**src/hdl/rhr_pkg.sv**
```systemverilog
// ----------------------------------------------------------------------------
// rhr_pkg
// Shared constants, register codes and hue helpers for the random HLS to RGB
// color block.
// ----------------------------------------------------------------------------
package rhr_pkg;

    // hue arithmetic, degrees
    localparam int HUE_W      = 9;
    localparam int HUE_SUM_W  = HUE_W + 1;
    localparam int RAMP_W     = 6;
    localparam int RGB_W      = 8;

    localparam logic [HUE_W-1:0]  HUE_MOD      = 9'd360;
    localparam logic [HUE_W-1:0]  HUE_THIRD    = 9'd120;
    localparam logic [HUE_W-1:0]  HUE_TWO_THRD = 9'd240;
    localparam logic [HUE_W-1:0]  HUE_RISE_END = 9'd60;
    localparam logic [HUE_W-1:0]  HUE_FLAT_END = 9'd180;
    localparam logic [RAMP_W-1:0] RAMP_LEN     = 6'd60;

    // configuration register indexes
    localparam int CFG_IDX_W = 3;
    typedef enum logic [CFG_IDX_W-1:0] {
        CFG_MIN_LIGHTNESS  = 3'd0,
        CFG_MAX_LIGHTNESS  = 3'd1,
        CFG_MIN_SATURATION = 3'd2,
        CFG_MAX_SATURATION = 3'd3,
        CFG_FIXED_HUE      = 3'd4
    } t_cfg_idx;

    // reduce a 9-bit hue (0..511) into 0..359
    function automatic logic [HUE_W-1:0] hue_wrap9(input logic [HUE_W-1:0] h);
        logic [HUE_W-1:0] r;
        r = (h >= HUE_MOD) ? h - HUE_MOD : h;
        return r;
    endfunction

    // add an offset to a hue in 0..359 and wrap back into 0..359
    function automatic logic [HUE_W-1:0] hue_shift(input logic [HUE_W-1:0] h,
                                                   input logic [HUE_W-1:0] ofs);
        logic [HUE_SUM_W-1:0] s;
        logic [HUE_SUM_W-1:0] w;
        s = {1'b0, h} + {1'b0, ofs};
        w = (s >= {1'b0, HUE_MOD}) ? s - {1'b0, HUE_MOD} : s;
        return w[HUE_W-1:0];
    endfunction

    // ramp weight in 0..60 for a channel hue in 0..359
    function automatic logic [RAMP_W-1:0] ramp_weight(input logic [HUE_W-1:0] h);
        logic [HUE_W-1:0] fall;
        logic [RAMP_W-1:0] t;
        fall = HUE_TWO_THRD - h;
        if (h < HUE_RISE_END) begin
            t = h[RAMP_W-1:0];
        end else if (h < HUE_FLAT_END) begin
            t = RAMP_LEN;
        end else if (h < HUE_TWO_THRD) begin
            t = fall[RAMP_W-1:0];
        end else begin
            t = '0;
        end
        return t;
    endfunction

endpackage

```
**src/hdl/rhr_in_if.sv**
```systemverilog
// ----------------------------------------------------------------------------
// rhr_in_if
// Input channel: one item carries a drawn hue and two random fractions.
// ----------------------------------------------------------------------------
interface rhr_in_if #(
    parameter int FRACTION_BITS = 15
);
    logic                     valid;
    logic                     ready;
    logic [8:0]               drawn_hue;
    logic [FRACTION_BITS-1:0] lightness_draw;
    logic [FRACTION_BITS-1:0] saturation_draw;

    modport source (output valid, output drawn_hue, output lightness_draw,
                    output saturation_draw, input ready);
    modport sink   (input valid, input drawn_hue, input lightness_draw,
                    input saturation_draw, output ready);
endinterface

```
**src/hdl/rhr_out_if.sv**
```systemverilog
// ----------------------------------------------------------------------------
// rhr_out_if
// Output channel: one item carries an 8-bit RGB color.
// ----------------------------------------------------------------------------
interface rhr_out_if;
    logic       valid;
    logic       ready;
    logic [7:0] red;
    logic [7:0] green;
    logic [7:0] blue;

    modport source (output valid, output red, output green, output blue,
                    input ready);
    modport sink   (input valid, input red, input green, input blue,
                    output ready);
endinterface

```
**src/hdl/rhr_cfg.sv**
```systemverilog
// ----------------------------------------------------------------------------
// rhr_cfg
// Configuration registers. Bounds are stored already limited to one, the
// fixed hue already reduced modulo 360 with its sign kept as a select flag.
// ----------------------------------------------------------------------------
module rhr_cfg #(
    parameter int FRACTION_BITS = 15
) (
    input  logic                                   i_clk,
    input  logic                                   i_rst_n,
    input  logic                                   i_cfg_we,
    input  logic [rhr_pkg::CFG_IDX_W-1:0]          i_cfg_idx,
    input  logic [((FRACTION_BITS + 1 > 10) ? FRACTION_BITS + 1 : 10)-1:0] i_cfg_data,
    output logic [FRACTION_BITS:0]                 o_min_l,
    output logic [FRACTION_BITS:0]                 o_max_l,
    output logic [FRACTION_BITS:0]                 o_min_s,
    output logic [FRACTION_BITS:0]                 o_max_s,
    output logic                                   o_use_drawn,
    output logic [rhr_pkg::HUE_W-1:0]              o_fixed_hue
);
    import rhr_pkg::*;

    localparam int W = FRACTION_BITS + 1;
    localparam logic [W-1:0] ONE = {1'b1, {FRACTION_BITS{1'b0}}};
    localparam logic [HUE_W-1:0] HUE_RST = 9'h1FF - HUE_MOD;

    logic [W-1:0]     r_min_l, r_max_l, r_min_s, r_max_s;
    logic             r_use_drawn;
    logic [HUE_W-1:0] r_fixed_hue;
    logic [W-1:0]     bound;
    logic [W-1:0]     raw;

    // bound written above one is kept as one
    assign raw   = i_cfg_data[W-1:0];
    assign bound = (raw > ONE) ? ONE : raw;

    // register writes
    always_ff @(posedge i_clk) begin
        if (!i_rst_n) begin
            r_min_l     <= '0;
            r_max_l     <= ONE;
            r_min_s     <= '0;
            r_max_s     <= ONE;
            r_use_drawn <= 1'b1;
            r_fixed_hue <= HUE_RST;
        end else if (i_cfg_we) begin
            unique case (t_cfg_idx'(i_cfg_idx))
                CFG_MIN_LIGHTNESS:  r_min_l <= bound;
                CFG_MAX_LIGHTNESS:  r_max_l <= bound;
                CFG_MIN_SATURATION: r_min_s <= bound;
                CFG_MAX_SATURATION: r_max_s <= bound;
                CFG_FIXED_HUE: begin
                    r_use_drawn <= i_cfg_data[HUE_W];
                    r_fixed_hue <= hue_wrap9(i_cfg_data[HUE_W-1:0]);
                end
                default: ;
            endcase
        end
    end

    assign o_min_l     = r_min_l;
    assign o_max_l     = r_max_l;
    assign o_min_s     = r_min_s;
    assign o_max_s     = r_max_s;
    assign o_use_drawn = r_use_drawn;
    assign o_fixed_hue = r_fixed_hue;

endmodule

```
**src/hdl/random_hls_to_rgb_color.sv**
```systemverilog
// ----------------------------------------------------------------------------
// random_hls_to_rgb_color
// Turns random draws into an 8-bit RGB color through HLS with configured
// lightness and saturation bounds and an optional fixed hue.
// ----------------------------------------------------------------------------
//  channel   dir   handshake      payload
//  i_in      in    valid/ready    drawn_hue, lightness_draw, saturation_draw
//  o_out     out   valid/ready    red, green, blue
//  cfg       in    i_cfg_we       i_cfg_idx, i_cfg_data (write only)
//
//  Six register stages: place bounds, finish L/S, p2 product, p1/p2,
//  ramp sums, output register. One item per cycle while the output is not stalled.
//  Each stage advances when it is empty or the stage after it advances,
//  so bubbles close up and a stalled output holds its item.
//  Synchronous active-low reset clears all valid bits and loads the
//  configuration defaults; the data registers are not reset.
// ----------------------------------------------------------------------------
module random_hls_to_rgb_color #(
    parameter int FRACTION_BITS = 15
) (
    input  logic                                   i_clk,
    input  logic                                   i_rst_n,
    rhr_in_if.sink                                 i_in,
    rhr_out_if.source                              o_out,
    input  logic                                   i_cfg_we,
    input  logic [rhr_pkg::CFG_IDX_W-1:0]          i_cfg_idx,
    input  logic [((FRACTION_BITS + 1 > 10) ? FRACTION_BITS + 1 : 10)-1:0] i_cfg_data
);
    import rhr_pkg::*;

    localparam int F      = FRACTION_BITS;
    localparam int W      = F + 1;
    localparam int PROD_W = 2 * F + 3;
    localparam int NUM_W  = F + 7;
    localparam int VAL_W  = NUM_W + 4;
    localparam int NSTG   = 5;
    localparam logic [W-1:0] ONE  = {1'b1, {F{1'b0}}};
    localparam logic [W-1:0] HALF = {2'b01, {(F-1){1'b0}}};

    // configuration
    logic [W-1:0]     min_l, max_l, min_s, max_s;
    logic             use_drawn;
    logic [HUE_W-1:0] fixed_hue;

    rhr_cfg #(.FRACTION_BITS(F)) u_cfg (
        .i_clk       (i_clk),
        .i_rst_n     (i_rst_n),
        .i_cfg_we    (i_cfg_we),
        .i_cfg_idx   (i_cfg_idx),
        .i_cfg_data  (i_cfg_data),
        .o_min_l     (min_l),
        .o_max_l     (max_l),
        .o_min_s     (min_s),
        .o_max_s     (max_s),
        .o_use_drawn (use_drawn),
        .o_fixed_hue (fixed_hue)
    );

    // stage control
    logic [NSTG-1:0] r_v;
    logic            r_ov;
    logic [NSTG:0]   en;

    always_comb begin
        en[NSTG] = !r_ov || o_out.ready;
        for (int k = NSTG - 1; k >= 0; k--) begin
            en[k] = !r_v[k] || en[k+1];
        end
    end

    assign i_in.ready = en[0];

    always_ff @(posedge i_clk) begin
        if (!i_rst_n) begin
            r_v  <= '0;
            r_ov <= 1'b0;
        end else begin
            if (en[0]) r_v[0] <= i_in.valid;
            for (int k = 1; k < NSTG; k++) begin
                if (en[k]) r_v[k] <= r_v[k-1];
            end
            if (en[NSTG]) r_ov <= r_v[NSTG-1];
        end
    end

    // stage 1: bound spans times draws, hue select
    logic signed [F+1:0]     span_l, span_s;
    logic signed [PROD_W-1:0] n1_prod_l, n1_prod_s;
    logic [F-1:0]            draw_l, draw_s;
    logic [HUE_W-1:0]        n1_hue;
    logic signed [PROD_W-1:0] r1_prod_l, r1_prod_s;
    logic [HUE_W-1:0]        r1_hue;

    assign draw_l    = i_in.lightness_draw;
    assign draw_s    = i_in.saturation_draw;
    assign span_l    = $signed({1'b0, max_l}) - $signed({1'b0, min_l});
    assign span_s    = $signed({1'b0, max_s}) - $signed({1'b0, min_s});
    assign n1_prod_l = $signed({1'b0, draw_l}) * span_l;
    assign n1_prod_s = $signed({1'b0, draw_s}) * span_s;
    assign n1_hue    = use_drawn ? hue_wrap9(i_in.drawn_hue) : fixed_hue;

    always_ff @(posedge i_clk) begin
        if (en[0]) begin
            r1_prod_l <= n1_prod_l;
            r1_prod_s <= n1_prod_s;
            r1_hue    <= n1_hue;
        end
    end

    // stage 2: L and S (floor of the scaled product), channel hues
    logic signed [PROD_W-1:0] l_wide, s_wide;
    logic [W-1:0]            r2_l, r2_s;
    logic [HUE_W-1:0]        r2_hue [3];

    assign l_wide = $signed({{(F+2){1'b0}}, min_l}) + (r1_prod_l >>> F);
    assign s_wide = $signed({{(F+2){1'b0}}, min_s}) + (r1_prod_s >>> F);

    always_ff @(posedge i_clk) begin
        if (en[1]) begin
            r2_l      <= l_wide[W-1:0];
            r2_s      <= s_wide[W-1:0];
            r2_hue[0] <= hue_shift(r1_hue, HUE_THIRD);
            r2_hue[1] <= r1_hue;
            r2_hue[2] <= hue_shift(r1_hue, HUE_TWO_THRD);
        end
    end

    // stage 3: L*(S+1) or L*S, ramp weights
    logic              n3_low;
    logic [W:0]        mul_op;
    logic [PROD_W-1:0] n3_m;
    logic [PROD_W-1:0] r3_m;
    logic              r3_low;
    logic [W-1:0]      r3_l, r3_s;
    logic [RAMP_W-1:0] r3_t [3];

    assign n3_low = (r2_l <= HALF);
    assign mul_op = n3_low ? ({1'b0, r2_s} + {1'b0, ONE}) : {1'b0, r2_s};
    assign n3_m   = PROD_W'(r2_l) * PROD_W'(mul_op);

    always_ff @(posedge i_clk) begin
        if (en[2]) begin
            r3_m   <= n3_m;
            r3_low <= n3_low;
            r3_l   <= r2_l;
            r3_s   <= r2_s;
            for (int c = 0; c < 3; c++) begin
                r3_t[c] <= ramp_weight(r2_hue[c]);
            end
        end
    end

    // stage 4: p2, p1 and the ramp height p2 - p1
    logic [F+2:0]      mq, p2_alt, p2_w;
    logic [W-1:0]      n4_p2;
    logic [W:0]        p1_w;
    logic [W-1:0]      r4_p1, r4_d;
    logic [RAMP_W-1:0] r4_t [3];

    assign mq     = r3_m[PROD_W-1:F];
    assign p2_alt = {2'b00, r3_l} + {2'b00, r3_s} - mq;
    assign p2_w   = r3_low ? mq : p2_alt;
    assign n4_p2  = p2_w[W-1:0];
    assign p1_w   = {r3_l, 1'b0} - {1'b0, n4_p2};

    always_ff @(posedge i_clk) begin
        if (en[3]) begin
            r4_p1 <= p1_w[W-1:0];
            r4_d  <= n4_p2 - p1_w[W-1:0];
            r4_t  <= r3_t;
        end
    end

    // stage 5: 60*p1 + (p2-p1)*t per channel
    logic [NUM_W-1:0] r5_num [3];

    always_ff @(posedge i_clk) begin
        if (en[4]) begin
            for (int c = 0; c < 3; c++) begin
                r5_num[c] <= NUM_W'(r4_p1) * NUM_W'(RAMP_LEN)
                           + NUM_W'(r4_d) * NUM_W'(r4_t[c]);
            end
        end
    end

    // output register: floor(255*num / (60*ONE)) = floor(17*num / (4*ONE))
    logic [VAL_W-1:0] val [3];
    logic [RGB_W-1:0] r_rgb [3];

    always_comb begin
        for (int c = 0; c < 3; c++) begin
            val[c] = {r5_num[c], 4'b0000} + {4'b0000, r5_num[c]};
        end
    end

    always_ff @(posedge i_clk) begin
        if (en[NSTG]) begin
            for (int c = 0; c < 3; c++) begin
                r_rgb[c] <= val[c][F+9:F+2];
            end
        end
    end

    assign o_out.valid = r_ov;
    assign o_out.red   = r_rgb[0];
    assign o_out.green = r_rgb[1];
    assign o_out.blue  = r_rgb[2];

`ifndef SYNTHESIS
    // reset empties the pipeline
    a_rst_empty: assert property (@(posedge i_clk)
        !i_rst_n |=> !o_out.valid && (r_v == '0))
        else $error("pipeline not empty after reset");

    // full pipeline with stalled output refuses new items
    a_full_stall: assert property (@(posedge i_clk) disable iff (!i_rst_n)
        (o_out.valid && !o_out.ready && (&r_v)) |-> !i_in.ready)
        else $error("item taken while pipeline full");

    // p2 never exceeds one
    a_p2_range: assert property (@(posedge i_clk) disable iff (!i_rst_n)
        r_v[3] |-> (({1'b0, r4_p1} + {1'b0, r4_d}) <= {1'b0, ONE}))
        else $error("p2 above one");

    // ramp sums stay within 60*ONE so the channel fits 8 bits
    a_num_range: assert property (@(posedge i_clk) disable iff (!i_rst_n)
        r_v[4] |-> (r5_num[0] <= NUM_W'(ONE) * NUM_W'(RAMP_LEN)) &&
                   (r5_num[1] <= NUM_W'(ONE) * NUM_W'(RAMP_LEN)) &&
                   (r5_num[2] <= NUM_W'(ONE) * NUM_W'(RAMP_LEN)))
        else $error("ramp sum out of range");

    // a stalled ramp-sum stage keeps its item
    a_stage_hold: assert property (@(posedge i_clk) disable iff (!i_rst_n)
        (r_v[NSTG-1] && !en[NSTG-1]) |=> r_v[NSTG-1] && $stable(r5_num[1]))
        else $error("stalled item lost");
`endif

endmodule
```
**src/flat_wrapper.sv**
```systemverilog
// flat-port wrapper written by rule: the top's interface ports become plain ports
module random_hls_to_rgb_color_flat import rhr_pkg::*;
#(
    parameter int FRACTION_BITS = 15
)
  (i_clk, i_rst_n, i_cfg_we, i_cfg_idx, i_cfg_data, i_in_valid, i_in_drawn_hue, i_in_lightness_draw, i_in_saturation_draw, i_in_ready, o_out_valid, o_out_red, o_out_green, o_out_blue, o_out_ready);
  rhr_in_if #(.FRACTION_BITS(FRACTION_BITS)) i_in_i ();
  rhr_out_if o_out_i ();
  input  logic i_clk;
  input  logic i_rst_n;
  input  logic i_cfg_we;
  input  logic [rhr_pkg::CFG_IDX_W-1:0] i_cfg_idx;
  input  logic [((FRACTION_BITS + 1 > 10) ? FRACTION_BITS + 1 : 10)-1:0] i_cfg_data;
  input wire logic [$bits(i_in_i.valid)-1:0] i_in_valid;
  input wire logic [$bits(i_in_i.drawn_hue)-1:0] i_in_drawn_hue;
  input wire logic [$bits(i_in_i.lightness_draw)-1:0] i_in_lightness_draw;
  input wire logic [$bits(i_in_i.saturation_draw)-1:0] i_in_saturation_draw;
  output wire logic [$bits(i_in_i.ready)-1:0] i_in_ready;
  output wire logic [$bits(o_out_i.valid)-1:0] o_out_valid;
  output wire logic [$bits(o_out_i.red)-1:0] o_out_red;
  output wire logic [$bits(o_out_i.green)-1:0] o_out_green;
  output wire logic [$bits(o_out_i.blue)-1:0] o_out_blue;
  input wire logic [$bits(o_out_i.ready)-1:0] o_out_ready;
  assign i_in_i.valid = i_in_valid;
  assign i_in_i.drawn_hue = i_in_drawn_hue;
  assign i_in_i.lightness_draw = i_in_lightness_draw;
  assign i_in_i.saturation_draw = i_in_saturation_draw;
  assign i_in_ready = i_in_i.ready;
  assign o_out_valid = o_out_i.valid;
  assign o_out_red = o_out_i.red;
  assign o_out_green = o_out_i.green;
  assign o_out_blue = o_out_i.blue;
  assign o_out_i.ready = o_out_ready;
  random_hls_to_rgb_color #(.FRACTION_BITS(FRACTION_BITS)) u_core (.i_clk(i_clk), .i_rst_n(i_rst_n), .i_in(i_in_i), .o_out(o_out_i), .i_cfg_we(i_cfg_we), .i_cfg_idx(i_cfg_idx), .i_cfg_data(i_cfg_data));
endmodule
```
**config.mk**
```make
export PLATFORM = sky130hd
export DESIGN_NAME = random_hls_to_rgb_color_flat
export DESIGN_NICKNAME = d
export VERILOG_FILES = /design/src/hdl/rhr_pkg.sv /design/src/hdl/rhr_in_if.sv /design/src/hdl/rhr_out_if.sv /design/src/hdl/rhr_cfg.sv /design/src/hdl/random_hls_to_rgb_color.sv /design/src/flat_wrapper.sv
export SDC_FILE = /design/constraint.sdc
export NUM_CORES = 2
export LEC_CHECK = 0
export CORE_ASPECT_RATIO = 1.5
export CORE_MARGIN = 2
export CORE_UTILIZATION = 25
export CTS_BUF_LIST = sky130_fd_sc_hd__clkbuf_2 sky130_fd_sc_hd__clkbuf_4 sky130_fd_sc_hd__clkbuf_8
export CTS_CLUSTER_SIZE = 16
export DETAILED_ROUTE_END_ITERATION = 8
export DONT_BUFFER_PORTS = 1
export GPL_ROUTABILITY_DRIVEN = 0
export GPL_TIMING_DRIVEN = 0
export SLEW_MARGIN = 20
export SYNTH_ARGS = -nofsm -noshare
export SYNTH_HDL_FRONTEND = slang
export SYNTH_SLANG_ARGS = --single-unit
```
**constraint.sdc**
```tcl
create_clock -name i_clk -period 13.25 [get_ports i_clk]
set_clock_uncertainty 0.2 [all_clocks]
set_input_delay 0 -clock i_clk [delete_from_list [all_inputs] [get_ports i_clk]]
set_output_delay 0 -clock i_clk [all_outputs]
set_load 0.005 [all_outputs]
```
==> impl_metrics.env <==
export IMPL_status="finished, final reports clean"
export IMPL_synth_top_cells_by_count="inv_1, fa_1, nand2_1"
export IMPL_routed_wl_mm=146
export IMPL_synth_edf_count=297
export IMPL_cts_buffer_depth=3
export IMPL_grt_pass1_vias=45300
export IMPL_hold_viol=0
export IMPL_drc=0
export IMPL_cp_arrival_ns=10.84
export IMPL_dr_pass1_iters=5
export IMPL_grt_use_total_pct=12.6
export IMPL_post_route_util_pct=27.8
export IMPL_yosysSeqAreaShare_pct=18.3
export IMPL_crit_required_ns=13.53
export IMPL_post_route_period_util_pct=79.7
export IMPL_post_synth_top_area_cell="fa_1"
export IMPL_cts_sinks=377
export IMPL_drive_gt1_share_pct=2.88
export IMPL_fin_hold_ws_ns=0.0903
export IMPL_path_clk_slew_ns=0.06
export IMPL_grt_antenna_before_repair=5
export IMPL_vias=41700
export IMPL_fp_coreArea_mm2=0.229
export IMPL_path_buf_inv=5
export IMPL_setup_viol=0
export IMPL_period_needed_ns=10.56
export IMPL_ys_top_cells_by_area="fa_1, edfxtp_1, ha_1, inv_1, nand2_1"
export IMPL_row_count=215
export IMPL_viasPerCell=4.44
export IMPL_cp_start_kind="flop"
export IMPL_grt_overflow_total=0
export IMPL_tns_ns=0
export IMPL_start_util_pct=25.2
export IMPL_io_pin_count=89
export IMPL_fin_nets=7833
export IMPL_rsz0062_at_grt="false"
export IMPL_final_antenna_net_count=0
export IMPL_async_reset_ff_share_pct=0
export IMPL_ctsHtreeMaxLevel=3
export IMPL_drtIter0Drc=2209
export IMPL_endpoint_kind="flop"
export IMPL_cts_tree="done"
export IMPL_hold_path_class="primary input to flop"
export IMPL_cap_viol_max_count=0
export IMPL_cts_buffers=68
export IMPL_port_buffers=0
export IMPL_worstMarginPinSlew_ns=1.17
export IMPL_slowest_stage="a211oi_1"
export IMPL_slew_headroom_pct=21.3
export IMPL_path_common_cell="fa_1"
export IMPL_postCtsResizedCells=0
export IMPL_postCtsSetupBuffers=0
export IMPL_synth_top_area_share_pct=33.3
export IMPL_dp_hpwl_mm=124
export IMPL_die_h_um=591
export IMPL_fmax_ghz=0.0947
export IMPL_slowest_delay_ns=0.97
export IMPL_synth_most_common_cell="inv_1"
export IMPL_syn_area_mm2=0.0575
export IMPL_synth_warnings=0
export IMPL_areaGrowthSynthToFinish_pct=10.6
export IMPL_synth_cells=6142
export IMPL_grt_pass1_wl_mm=236
export IMPL_synth_ff_type="edfxtp_1"
export IMPL_critPathKind="flop to flop"
export IMPL_die_w_um=396
export IMPL_syn_area_per_cell_um2=9.36
export IMPL_n_fill_cell=24300
export IMPL_ys_ff_latch=377
export IMPL_wl_per_cell_um=15.6
export IMPL_grt_max_degree=63
export IMPL_path_delay_family="compound AO/OA/AOI/OAI gates"
export IMPL_root_buffer="clkbuf_8"
export IMPL_die_area_mm2=0.234
export IMPL_cp_max_fo=10
export IMPL_slew_violations=0
export IMPL_synthDistinctLibCells=83
export IMPL_clk_latency_ns=0.72
==> path summary, 6_finish.rpt <==
kind / from / endpoint / slack (ns) / cells past startpoint
max: u_core.u_cfg.o_min_s[1]$_SDFFE_PN0P_ / u_core.r1_prod_s[30]$_DFFE_PP_ / 2.69 / 32
min: i_cfg_data[13] / u_core.u_cfg.o_max_s[13]$_SDFFE_PN0P_ / 0.09 / 4
max reg2reg: u_core.u_cfg.o_min_s[1]$_SDFFE_PN0P_ / u_core.r1_prod_s[30]$_DFFE_PP_ / 2.69 / 32
min reg2reg: u_core.r3_t[0]$_DFFE_PP_ / u_core.r4_t[0]$_DFFE_PP_ / 0.22 / 0
==> tightest hold or removal path: cells and delay by family <==
kind / cells / cell delay (ns)
buffers and inverters: 1 / 0.54
and+or+nand+nor: 2 / 0.37
AOI/OAI and AO/OA: 1 / 0.06
==> layout make-up <==
| class | count | area, um^2 | share of cell area, % |
|---|---|---|---|
| Multi-Input combinational cell | 4265 | 41400 | 65.1 |
| Tap cell | 3038 | 3800 | 5.98 |
| Clock inverter | 26 | 224 | 0.352 |
| Antenna cell | 7 | 17.5 | 0.0275 |
| Timing Repair Buffer | 74 | 796 | 1.25 |
| Sequential cell | 377 | 10500 | 16.5 |
| Buffer | 215 | 817 | 1.28 |
| Inverter | 1292 | 4850 | 7.63 |
| Clock buffer | 96 | 1180 | 1.86 |
==> what timing repair did <==
item                                    CTS  global route
endpoints found under the setup margin    0             0
hold endpoints to repair                115             0
hold buffers                             70             0
==> state kept, by name, indices dropped and copies added (netlist names), 18 cells and up <==
register,count
u_core.r2_hue,21
u_core.r5_num,63
u_core.r3_t,18
u_core.r_rgb,24
u_core.r4_t,18
==> per-layer routing <==
metal  up-vias  wire length (um)  global-route usage, %
li1      19300                 -                      -
met1     20900             55400                   13.7
met2      1055             76500                   23.8
met3       393              5620                   1.62
met4         2              8670                   6.65
met5         -                13                      0
==> per-stage QoR <==
stage,area [um^2],setup WS (ns),instances
floorplan,57500,4.87,6149
global placement,61300,2.80,9187
detailed placement,61500,2.70,9191
CTS,63600,2.69,9383
global route,63600,2.36,9387
finish,63600,2.69,9390
==> placed cells by master (no fill, tap or decap), drive strengths merged, types with 40 or more instances in the layout <==
cell	n
a21boi	80
edfxtp	297
a21o	52
o21a	41
fa	956
nor2b	94
xnor2	206
inv	1296
dfxtp	80
nand3	40
a21oi	175
o21ai	110
nand2	936
ha	521
nor3	65
and2	341
dlygate4sd3	70
nor2	189
nand2b	72
clkbuf	303
xor2	64
==> cells by family (layout without fill, tap and decap cells) <==
logic type	count (synthesis)	count (layout)	synth area share (%)
AND/OR/NAND/NOR	1824	1824	14.8
buffers and inverters	1507	1703	9.85
adder cells (fa/ha/maj)	1485	1485	44.7
AO/OA/AOI/OAI	632	632	7.30
flip-flops	377	377	18.3
XOR/XNOR	271	271	4.15
multiplexers	44	44	0.842
other	2	16	0.0131
Power is left out: the tool's default activity adds up to more than one toggle a clock period on the data nets, which glitch-free logic cannot reach.
